File: config.mk
export PLATFORM = sky130hd
export DESIGN_NAME = rgbab_div
export DESIGN_NICKNAME = d
export VERILOG_FILES = /design/src/rtl/core/rgbab_pkg.sv /design/src/rtl/core/rgbab_div.sv
export SDC_FILE = /design/constraint.sdc
export NUM_CORES = 1
export LEC_CHECK = 0
export BUFFER_PORTS_ARGS = -buffer_cell sky130_fd_sc_hd__buf_4
export CAP_MARGIN = 20
export CORE_ASPECT_RATIO = 0.5
export CORE_MARGIN = 5
export CORE_UTILIZATION = 31
export CTS_CLUSTER_DIAMETER = 80
export DETAILED_ROUTE_END_ITERATION = 12
export PLACE_DENSITY_LB_ADDON = 0.25
export SKIP_CTS_REPAIR_TIMING = 1
export SLEW_MARGIN = 20
export SYNTH_ARGS = -nofsm -noshare
export SYNTH_HDL_FRONTEND = slang
export SYNTH_SLANG_ARGS = --single-unit
File: constraint.sdc
create_clock -name clk -period 2 [get_ports clk]
set_clock_uncertainty 0.05 [all_clocks]
set_input_delay 0.2 -clock clk [delete_from_list [all_inputs] [get_ports clk]]
set_output_delay 0.2 -clock clk [all_outputs]
set_load 0.02 [all_outputs]
File: src/rtl/core/rgbab_pkg.sv
// Shared types and constants of the RGBA box-blur bloom engine.
package rgbab_pkg;

	localparam int DEF_MAX_WIDTH  = 256;
	localparam int DEF_MAX_HEIGHT = 256;

	localparam int LANES     = 4;
	localparam int CH_W      = 8;
	localparam int SUM_W     = 13;
	localparam int CNT_W     = 5;
	localparam int DIV_STEPS = SUM_W;
	localparam int STEP_W    = $clog2(DIV_STEPS);

	localparam logic [2:0] PASS_LIMIT = 3'd4;

	localparam logic [1:0] REG_WIDTH  = 2'd0;
	localparam logic [1:0] REG_HEIGHT = 2'd1;
	localparam logic [1:0] REG_RADIUS = 2'd2;
	localparam logic [1:0] REG_PASSES = 2'd3;

	localparam logic [8:0] RST_WIDTH  = 9'd256;
	localparam logic [8:0] RST_HEIGHT = 9'd256;
	localparam logic [3:0] RST_RADIUS = 4'd2;
	localparam logic [2:0] RST_PASSES = 3'd2;

	localparam logic REQ_WRITE = 1'b0;
	localparam logic REQ_READ  = 1'b1;

	typedef logic [LANES-1:0][SUM_W-1:0] lane_sum_t;
	typedef logic [LANES-1:0][CH_W-1:0]  lane_quo_t;

	typedef enum logic [3:0] {
		ST_IDLE,
		ST_COPY_RD,
		ST_COPY_WR,
		ST_PIX,
		ST_RD,
		ST_ACC,
		ST_DIV_GO,
		ST_DIV_WAIT,
		ST_WB,
		ST_LOOK_RD,
		ST_LOOK_OUT
	} state_t;

endpackage

File: src/rtl/core/rgbab_div.sv
// Four-lane restoring divider that divides channel sums by the window count.
module rgbab_div (
	input  logic                       clk,
	input  logic                       arst_n,
	input  logic                       go,
	input  rgbab_pkg::lane_sum_t       dividend,
	input  logic [rgbab_pkg::CNT_W-1:0] divisor,
	output logic                       ready,
	output rgbab_pkg::lane_quo_t       quotient
);
	import rgbab_pkg::*;

	logic [LANES-1:0][SUM_W-1:0] quo_q;
	logic [LANES-1:0][CNT_W-1:0] rem_q;
	logic [CNT_W-1:0]            dvs_q;
	logic [STEP_W-1:0]           step_q;
	logic                        run_q;
	logic                        ready_q;

	always_ff @(posedge clk or negedge arst_n) begin
		if (!arst_n) begin
			run_q   <= 1'b0;
			ready_q <= 1'b0;
			step_q  <= '0;
		end else begin
			ready_q <= 1'b0;
			if (go) begin
				run_q  <= 1'b1;
				step_q <= '0;
			end else if (run_q) begin
				step_q <= step_q + 1'b1;
				if (step_q == STEP_W'(DIV_STEPS - 1)) begin
					run_q   <= 1'b0;
					ready_q <= 1'b1;
				end
			end
		end
	end

	always_ff @(posedge clk) begin
		logic [CNT_W:0] trial;
		if (go) begin
			quo_q <= dividend;
			rem_q <= '0;
			dvs_q <= divisor;
		end else if (run_q) begin
			for (int l = 0; l < LANES; l++) begin
				trial = {rem_q[l], quo_q[l][SUM_W-1]};
				if (trial >= {1'b0, dvs_q}) begin
					rem_q[l] <= CNT_W'(trial - {1'b0, dvs_q});
					quo_q[l] <= {quo_q[l][SUM_W-2:0], 1'b1};
				end else begin
					rem_q[l] <= trial[CNT_W-1:0];
					quo_q[l] <= {quo_q[l][SUM_W-2:0], 1'b0};
				end
			end
		end
	end

	always_comb begin
		for (int l = 0; l < LANES; l++) begin
			quotient[l] = quo_q[l][CH_W-1:0];
		end
	end

	assign ready = ready_q;

endmodule

==> reports/results.ini <==
[sta]
worstMarginPinSlew_ps = 361.9
hold_viol = 0
rsz0062_at_grt = yes
period_share_pct = 113.7
final.setup.tns_ps = -3272
setup_viol = 24
fmax_mhz = 439.8
layout_min_cycle_time_ps = 2274
fin_ws_ps = -273.7
max_slew_margin_pct = 75.87
drv_slew = 0

[worst_setup_path]
endpoint_kind = register
crit_arrival_ps = 2310
start_kind = register
worstSetupPathType = register to register
cp_max_fo = 3
required_ps = 2040

[final_layout]
area_growth_pct = 35.14
diodes = 0
nFillCells = 1354
drive_gt1_share_pct = 51.03
layout.nets = 565
finalNonFillerCells = 682

[cts]
cts_tree = done
cts_root_buf = clkbuf_16
clk_latency_ps = 330
cts.sinks = 83
cts_max_level = 3
cts_max_path_buffers = 2
numCtsBuffers = 9
clk_pin_slew_worst_paths_ps = 60

[drt]
wl_per_cell_um = 15.58
vias_per_cell = 4.777
drtAntennaViolNets = 0
drtIter0Drc = 144
dr.pass1.iters = 4
vias = 3258
remaining_drc_errors = 0
routed_wl_mm = 10.63

[floorplan]
die_width_um = 181.5
start_util_pct = 31.59
die_area_um2 = 17380
num_rows = 31
coreArea_um2 = 14430
die_h_um = 95.75
ios = 93

[placed_design]
io_buffers = 92
placed_cells = 654
place_congestion = 0.8080
dp_hpwl_mm = 7.331
pre_cts_slack_ps = -249.5

[global_routing]
grt_antenna_before_repair = 0
grt_max_degree = 35
grt_use_total_pct = 11.94
overflow = 0
grt_pass1_wl_mm = 16.28
grt_pass1_vias = 3241

[outcome]
violations = setup timing
status = finished with violations

[pwr]
pwr-share-comb_pct = 39.1
pwr-share-seq_pct = 34.2
ir_drop_uv = 524.9
powerDensity_nw_per_um2 = 1163
netSwitchingPower_uw = 2252
clockPowerShare_pct = 26.7
intPower_uw = 4913
leakagePower_uw = 0.002618
p_total_uw = 7165
p_sw_share_pct = 31.43

[synth]
synth-seq-cells = 83
syn-cell-area_um2 = 4558
async_flop_share_pct = 7.229
ys_types = 46
avgSynthCellArea_um2 = 12.12
synth_edf_count = 57
ys.flop_type = edfxtp_1
synth_cells = 376
yosysWarningCount = 0
yosysSeqAreaShare_pct = 49.63
synth_nets = 462

[worst_hold_path]
hold_path_class = primary input to register

[flow_run]
cap_violations = 0

==> final timing paths <==
check / startpoint / end / slack (ps) / cells after the start
min: dividend[22] / quo_q[22] / 110 / 2
min reg2reg: rem_q[19] / rem_q[19] / 420 / 1
min in group asynchronous: arst_n / run_q / 170 / 2
max: dvs_q[0] / quotient[16] / -270 / 8
max reg2reg: dvs_q[0] / quotient[16] / -270 / 8
max in group asynchronous: arst_n / step_q[3] / 1620 / 2
==> metrics by stage <==
stage / cell area (um^2) / utilization, % / hold slack (ps)
after detailed placement: 5504 / 38.15 / -38.60
after global placement: 5504 / 38.15 / -40.49
final: 6160 / 42.69 / 110.2
after CTS: 5843 / 40.50 / -403.3
after global routing: 6160 / 42.69 / 95.61
after floorplan: 4587 / - / -145.6
==> cells in the final DEF (no fill, tap or decap), types with 6 or more instances in the layout <==
cell,netlist,routed
edfxtp_1,57,57
ha_1,22,18
dfxtp_1,20,20
nor2_1,19,18
inv_2,0,10
dlygate4sd3_1,0,6
nand2_1,23,23
dfrtp_1,6,6
buf_6,0,7
a21oi_1,9,7
xor2_1,6,6
inv_1,18,7
mux2_2,51,49
a311oi_2,0,6
clkbuf_16,0,9
buf_4,32,123
==> cells by family (layout without fill, tap and decap cells) <==
| family | Yosys count | count (layout) | share of synthesized area [%] |
|---|---|---|---|
| AO/OA/AOI/OAI | 54 | 54 | 9.086 |
| buffers and inverters | 64 | 172 | 8.098 |
| XOR/XNOR | 11 | 11 | 2.114 |
| flip-flops | 83 | 83 | 49.63 |
| adder cells (fa/ha/maj) | 26 | 26 | 7.796 |
| AND/OR/NAND/NOR | 82 | 82 | 9.580 |
| multiplexers | 56 | 56 | 13.70 |
==> final cells by class <==
cell class	count	area, um^2	area share (%)
multi-input cells	229	2137	34.69
well taps	198	247.7	4.022
inverters	18	71.32	1.158
flip-flops and latches	83	2262	36.73
clock buffers	9	225.2	3.656
repair buffers	138	1102	17.90
clock inverters	7	113.9	1.848
==> synthesized netlist by cell type, types with 3 or more instances <==
cell      number  area, um^2
edfxtp_1      57        1712
mux2_2        51       574.3
buf_4         32       240.2
nand2_1       23       86.33
ha_1          22       275.3
dfxtp_1       20       400.4
nor2_1        19       71.32
inv_1         18       67.56
a21oi_1        9       45.04
a311oi_1       7       61.31
buf_2          7       35.03
clkbuf_1       7       26.28
dfrtp_1        6       150.1
xor2_1         6       52.55
a21o_1         5       37.54
mux2i_1        5       50.05
nand3_1        5       25.02
o21bai_1       5       37.54
or3b_2         5       43.79
xnor2_1        5       43.79
a32o_1         4       40.04
fa_1           4       80.08
nor3b_1        4       30.03
o21ai_0        4       20.02
or3_1          4       25.02
a311o_1        3       30.03
a31o_2         3       26.28
and2_1         3       18.77
nor4_1         3       18.77
o211a_1        3       30.03
o211ai_1       3       22.52
o41ai_1        3       26.28
==> layer usage <==
| layer | routed length, um | track usage [%] | vias to the layer above |
|---|---|---|---|
| met5 | 0 | 0 | - |
| met4 | 138 | 4.182 | 0 |
| met3 | 502 | 3.775 | 11 |
| met2 | 5178 | 19.95 | 74 |
| met1 | 4809 | 14.85 | 1604 |
| li1 | - | - | 1569 |
==> sequential cells by signal (all words and copies together) (netlist names) <==
| register | flops |
|---|---|
| dvs_q | 5 |
| quotient | 32 |
| quo_q | 20 |
| ready | 1 |
| rem_q | 20 |
| run_q | 1 |
| step_q | 4 |
==> worst max-delay path, stage by stage, from the launching register on <==
cell and delay [ps]:
edfxtp_1 370, buf_4 130, ha_4 130, inv_2 40
fa_2 380, a21o_1 220, o211ai_1 270, nand2_1 160
mux2_4 290
==> power groups by stage <==
stage	clock [uW]	combinational (uW)	sequential, uW
floorplan	0	1710	2400
global placement	0	2400	2480
detailed placement	0	2420	2480
CTS	1960	2440	2450
global route	2030	3060	2500
finish	1920	2800	2450
(Power assumes the default switching activity.)
